[config.mk]
export PLATFORM = sky130hd
export DESIGN_NAME = fba_lowclr
export DESIGN_NICKNAME = d
export VERILOG_FILES = /design/src/frame_bitmap_allocator_defines.svh /design/src/fba_lowclr.sv
export SDC_FILE = /design/constraint.sdc
export NUM_CORES = 1
export LEC_CHECK = 0
export BUFFER_PORTS_ARGS = -buffer_cell sky130_fd_sc_hd__buf_4
export CAP_MARGIN = 20
export CORE_AREA = 2 2 39 41
export DETAILED_ROUTE_END_ITERATION = 12
export DIE_AREA = 0 0 41 43
export PLACE_DENSITY_LB_ADDON = 0.05
export SETUP_SLACK_MARGIN = 0.05
export SYNTH_ARGS = -nofsm -noshare
export SYNTH_HDL_FRONTEND = slang
export SYNTH_SLANG_ARGS = --single-unit
[constraint.sdc]
create_clock -name vclk -period 2
set_input_delay 0.3 -clock vclk [all_inputs]
set_output_delay 0.3 -clock vclk [all_outputs]
set_load 0.05 [all_outputs]
[src/frame_bitmap_allocator_defines.svh]
// assertion macros for the frame bitmap allocator
`ifndef FRAME_BITMAP_ALLOCATOR_DEFINES_SVH
`define FRAME_BITMAP_ALLOCATOR_DEFINES_SVH

`ifndef NO_ASSERTIONS
`define FBA_ASSERT_IMPL(label, ante, cons) \
  label: assert property (@(posedge clk) disable iff (rst) (ante) |-> (cons)) \
    else $error("frame bitmap allocator check failed");
`define FBA_ASSERT_NEXT(label, ante, cons) \
  label: assert property (@(posedge clk) disable iff (rst) (ante) |=> (cons)) \
    else $error("frame bitmap allocator check failed");
`else
`define FBA_ASSERT_IMPL(label, ante, cons)
`define FBA_ASSERT_NEXT(label, ante, cons)
`endif

`endif

[src/fba_lowclr.sv]
`default_nettype none

module fba_lowclr #(
  parameter int WIDTH = 32,
  parameter int PW    = 5
) (
  input  wire logic [WIDTH-1:0] word,
  output logic                  any_clear,
  output logic      [PW-1:0]    pos
);

  // lowest clear bit wins
  always_comb begin
    pos = '0;
    for (int i = WIDTH - 1; i >= 0; i--) begin
      if (!word[i]) begin
        pos = PW'(i);
      end
    end
  end

  assign any_clear = ~&word;

endmodule

`default_nettype wire

* Word level (Yosys, flattened, before mapping) *
Cells that the tools add are included.
W data, S select, Z words.

word-level totals
  register bits after elaboration = 0
  input bits = 32
  word-level logic and storage cells = 34

cells by class
  muxes and demuxes = 32
  reduce and logical (&&, ||, !) cells = 2

operators by type and width
  kind                number
  $mux W5             32
  $reduce_and A32 Y1  1
  $logic_not A1 Y1    1

* Depth between registers and ports, before layout *
  word-level depth = 32
  depth in mapped cells = 5

* Worst setup path after synthesis *
No wires, ideal clock.

  kind = in2out
  start = input word[1]
  end = output pos[4]
  arrival = 1.729 ns
  required time = 1.700 ns
  slack = -0.029 ns
  stages = 3
  path buffers = 0
  path through = nand4_1 or3_4 nor4_2

on the way
  longest elaborated chain between the ends = 2

RTL lines
  element                RTL line          source
  start: declaration     fba_lowclr.sv:7   input wire logic [WIDTH-1:0] word,
  $mux W5 (2 in series)  fba_lowclr.sv:16  if (!word[i]) begin
  end: declaration       fba_lowclr.sv:9   output logic [PW-1:0] pos

No other way between the ends.

* Worst setup path in the final report *
  start = input word[28]
  end = output any_clear

on the way
  longest elaborated chain between the ends = 2

RTL lines
  element             RTL line          source
  $reduce_and A32 Y1  fba_lowclr.sv:22  assign any_clear = ~&word;
  $logic_not A1 Y1    fba_lowclr.sv:22
  end: declaration    fba_lowclr.sv:8   output logic any_clear,

No other way between the ends.

==> results.md <==
STA:
- The final setup violation count is 0.
- Of the available clock period, the critical path in the final layout requires 0.877.
- The count of endpoints failing hold in the final timing report is 0.
- Setup repair after global routing left no endpoint under its margin.
- The final critical delay including setup and external delays is 1.75 ns.
- Measured against its own limit, the worst slew margin works out to 0.788.
- Setup slack closes at around 0.25 ns.
- The final-report max-slew violation count is 0.
- Derived from the worst setup path, the maximum achievable clock frequency is approximately 0.57 GHz.
- The actual slew at the worst max-slew pin is between 0.3 and 0.4 ns.
- The final-layout setup total negative slack is 0 ns.

Cells and area:
- The area used by sequential logic in the layout is 0 µm².
- The count of sequential standard cells is 0.
- The clock buffers instantiated in the layout total 0.
- Measured on the finished design, the core utilization comes to 0.514.
- The design area is between 700 and 800 µm².
- The number of antenna diodes is 0.
- The synthesis-to-finish area growth is 81.2%.
- The ratio of cells with drive above 1 in the final layout is 0.433.
- The total number of nets in the final design is roughly 140.

Place:
- OpenSTA, run right after detailed placement, puts the worst setup slack at between 0.2 and 0.25 ns.
- The total placed instance area is 712 µm².
- The congestion estimate from routability-driven global placement came to about 0.76.
- Detailed placement finished with a half-perimeter wire length of around 1200 µm.
- Buffers placed on the I/O ports in this run total 38.

Drt:
- The final route contains 650 vias.
- The detailed router finished its first iteration with 21 violations.
- The wire length after detailed routing is around 1400 µm.
- The count of nets left with antenna violations once routing finished came out at 0.
- In the final routed layout, each cell accounts on average for approximately 11 µm.
- The number of detailed-routing iterations run before antenna repair is 4.
- Dividing the detail-routed via count by the number of cells gives around 5.4.
- The number of remaining DRC errors is 0.

CTS:
- Post-CTS timing repair inserted 0 buffers for setup.
- The count of hold buffers inserted by post-cts repair is 0.
- After clock tree synthesis, the repair step resized 0 gates.

Power and ir drop:
- The peak supply drop is 0.0911 mV.
- The power density over cell area is roughly 170 nW/µm².
- The analysis attributes to cell leakage a power of between 0.3 and 0.4 nW.

Synth:
- The sequential area share after synthesis is 0.
- The synthesized netlist occupies a cell area of 393 µm².
- Counting every net in the synthesized netlist gives approximately 100.
- The Yosys step of the flow raised 0 warnings.
- The mean post-synth cell area is 5.95 µm².
- The gate count of the mapped netlist is 66.
- The count of different cell masters after synthesis is 22.

Die:
- The initial utilization of the core area, before any placement, comes to 0.284.
- The area enclosed by the die boundary is approximately 1800 µm².
- The placeable core region is between 1000 and 1500 µm².
- The number of rows in the core area is 14.
- The die boundary width is around 40 µm.
- The die span in y is 43 µm.
- 38 I/O pins were placed.

Hold path:
- The class of the worst hold path is primary input to output pin.
- The hold path startpoint is word[0].

Global routing:
- The number of global-route vias before repair was 580.
- The global-route total usage across every layer is 0.170.
- The global-route wire length before repair is 2220 µm.
- The overall overflow remaining after global route is 0.
- The pin count of the biggest net entering global routing is 6.
- The initial antenna violation count is 0.

Setup path:
- Along the worst path, the maximum fanout reaches 4.
- The cell with the biggest individual delay on the critical path is sky130_fd_sc_hd__or3_4.
- The timing startpoint of the critical path is word[28].
- The type of element launching the critical path is a primary input.
- In this design, the stage delay of the slowest critical-path cell is ~0.37 ns.
- STA classifies the critical path endpoint as an output pin.
- The worst setup path is of the primary input to output pin kind.
- Data on the critical path is required at its endpoint by 1.70 ns.
- Walking the worst path, the cells encountered are buf_4 > nand4_1 > or3_4 > nor3_4 > nand3b_1 > buf_4.
- Counting stages on the worst path, the most repeated cell is sky130_fd_sc_hd__buf_4.
- The endpoint arrival time on the critical path is about 1.5 ns.

Job:
- The number of maximum-capacitance constraint violations is 0.

Run status:
- The flow ran to the end, and the final reports show no timing, DRC or antenna violations.
-- metrics by stage --
stage	cells	hold WS (ns)	power, mW
2_1_floorplan	66	0.782	0.0421
4_1_cts	120	1.01	0.120
6_report	120	1.01	0.120
3_3_place_gp	120	1.01	0.119
3_5_place_dp	120	1.01	0.119
5_1_grt	120	1.03	0.133
-- cells in the mapped netlist (2+ instances only) --
master	n	area share
sky130_fd_sc_hd__inv_1	6	0.057
sky130_fd_sc_hd__a21oi_1	5	0.064
sky130_fd_sc_hd__nand3b_1	2	0.038
sky130_fd_sc_hd__o2111ai_1	2	0.045
sky130_fd_sc_hd__nand2_1	11	0.11
sky130_fd_sc_hd__or3_4	2	0.057
sky130_fd_sc_hd__nand3_1	6	0.076
sky130_fd_sc_hd__nor2_1	4	0.038
sky130_fd_sc_hd__o21ai_0	4	0.051
sky130_fd_sc_hd__nand4_1	9	0.14
sky130_fd_sc_hd__a31oi_1	4	0.064
-- kinds of logic after synthesis --
group | Yosys count | share of synthesized area
and+or+nand+nor | 39 | 0.583
AOI/OAI and AO/OA | 21 | 0.360
buffers and inverters | 6 | 0.0573
-- routing by layer --
layer / GRT usage / part of all wire / wire (µm) / vias up
li1: - / - / - / 341
met1: 0.247 / 0.44 / 601 / 286
met2: 0.288 / 0.48 / 647 / 23
met3: 0 / 0.075 / 102 / 0
met4: 0 / 0 / 0 / 0
met5: 0 / 0 / 0 / -
-- path summary, 6_finish.rpt --
| path | to | slack [ns] | cells after the start |
|---|---|---|---|
| setup / recovery | any_clear | 0.25 | 6 |
| hold / removal | pos[0] | 1.01 | 3 |
-- layout make-up --
class | count | area (µm²)
fill | 153 | 672
multi-input combinational | 60 | 384
timing repair buffer | 38 | 285
inverter | 6 | 22.5
tap | 16 | 20.0
-- cells in the final DEF (no fill, tap or decap) --
cell                        Yosys  layout
sky130_fd_sc_hd__inv_1          6       6
sky130_fd_sc_hd__nor4_4         0       1
sky130_fd_sc_hd__nor2_1         4       4
sky130_fd_sc_hd__a21o_1         1       1
sky130_fd_sc_hd__buf_4          0      38
sky130_fd_sc_hd__a211oi_1       1       1
sky130_fd_sc_hd__nor3_2         0       1
sky130_fd_sc_hd__and4_1         1       1
sky130_fd_sc_hd__or3_4          2       2
sky130_fd_sc_hd__o21ai_1        1       1
sky130_fd_sc_hd__nand3b_1       2       2
sky130_fd_sc_hd__nand2b_1       1       1
sky130_fd_sc_hd__nor3_4         1       1
sky130_fd_sc_hd__o2111ai_1      2       2
sky130_fd_sc_hd__nand2_1       11      11
sky130_fd_sc_hd__o21bai_1       1       1
sky130_fd_sc_hd__o21ai_0        4       4
sky130_fd_sc_hd__nand3_1        6       6
sky130_fd_sc_hd__nand4_1        9       9
sky130_fd_sc_hd__a2111oi_2      1       1
sky130_fd_sc_hd__a21oi_1        5       5
sky130_fd_sc_hd__o221a_2        1       1
sky130_fd_sc_hd__a31oi_1        4       4
-- worst max-delay path: cells and delay by family --
kind | cells | cell delay, ns
buf+inv | 2 | 0.29
simple gates | 4 | 0.85
-- power breakdown --
part / internal (mW) / switching, mW
combinational: 0.0604 / 0.0592
clock: 0 / 0
sequential: 0 / 0
(Power assumes the default switching activity.)
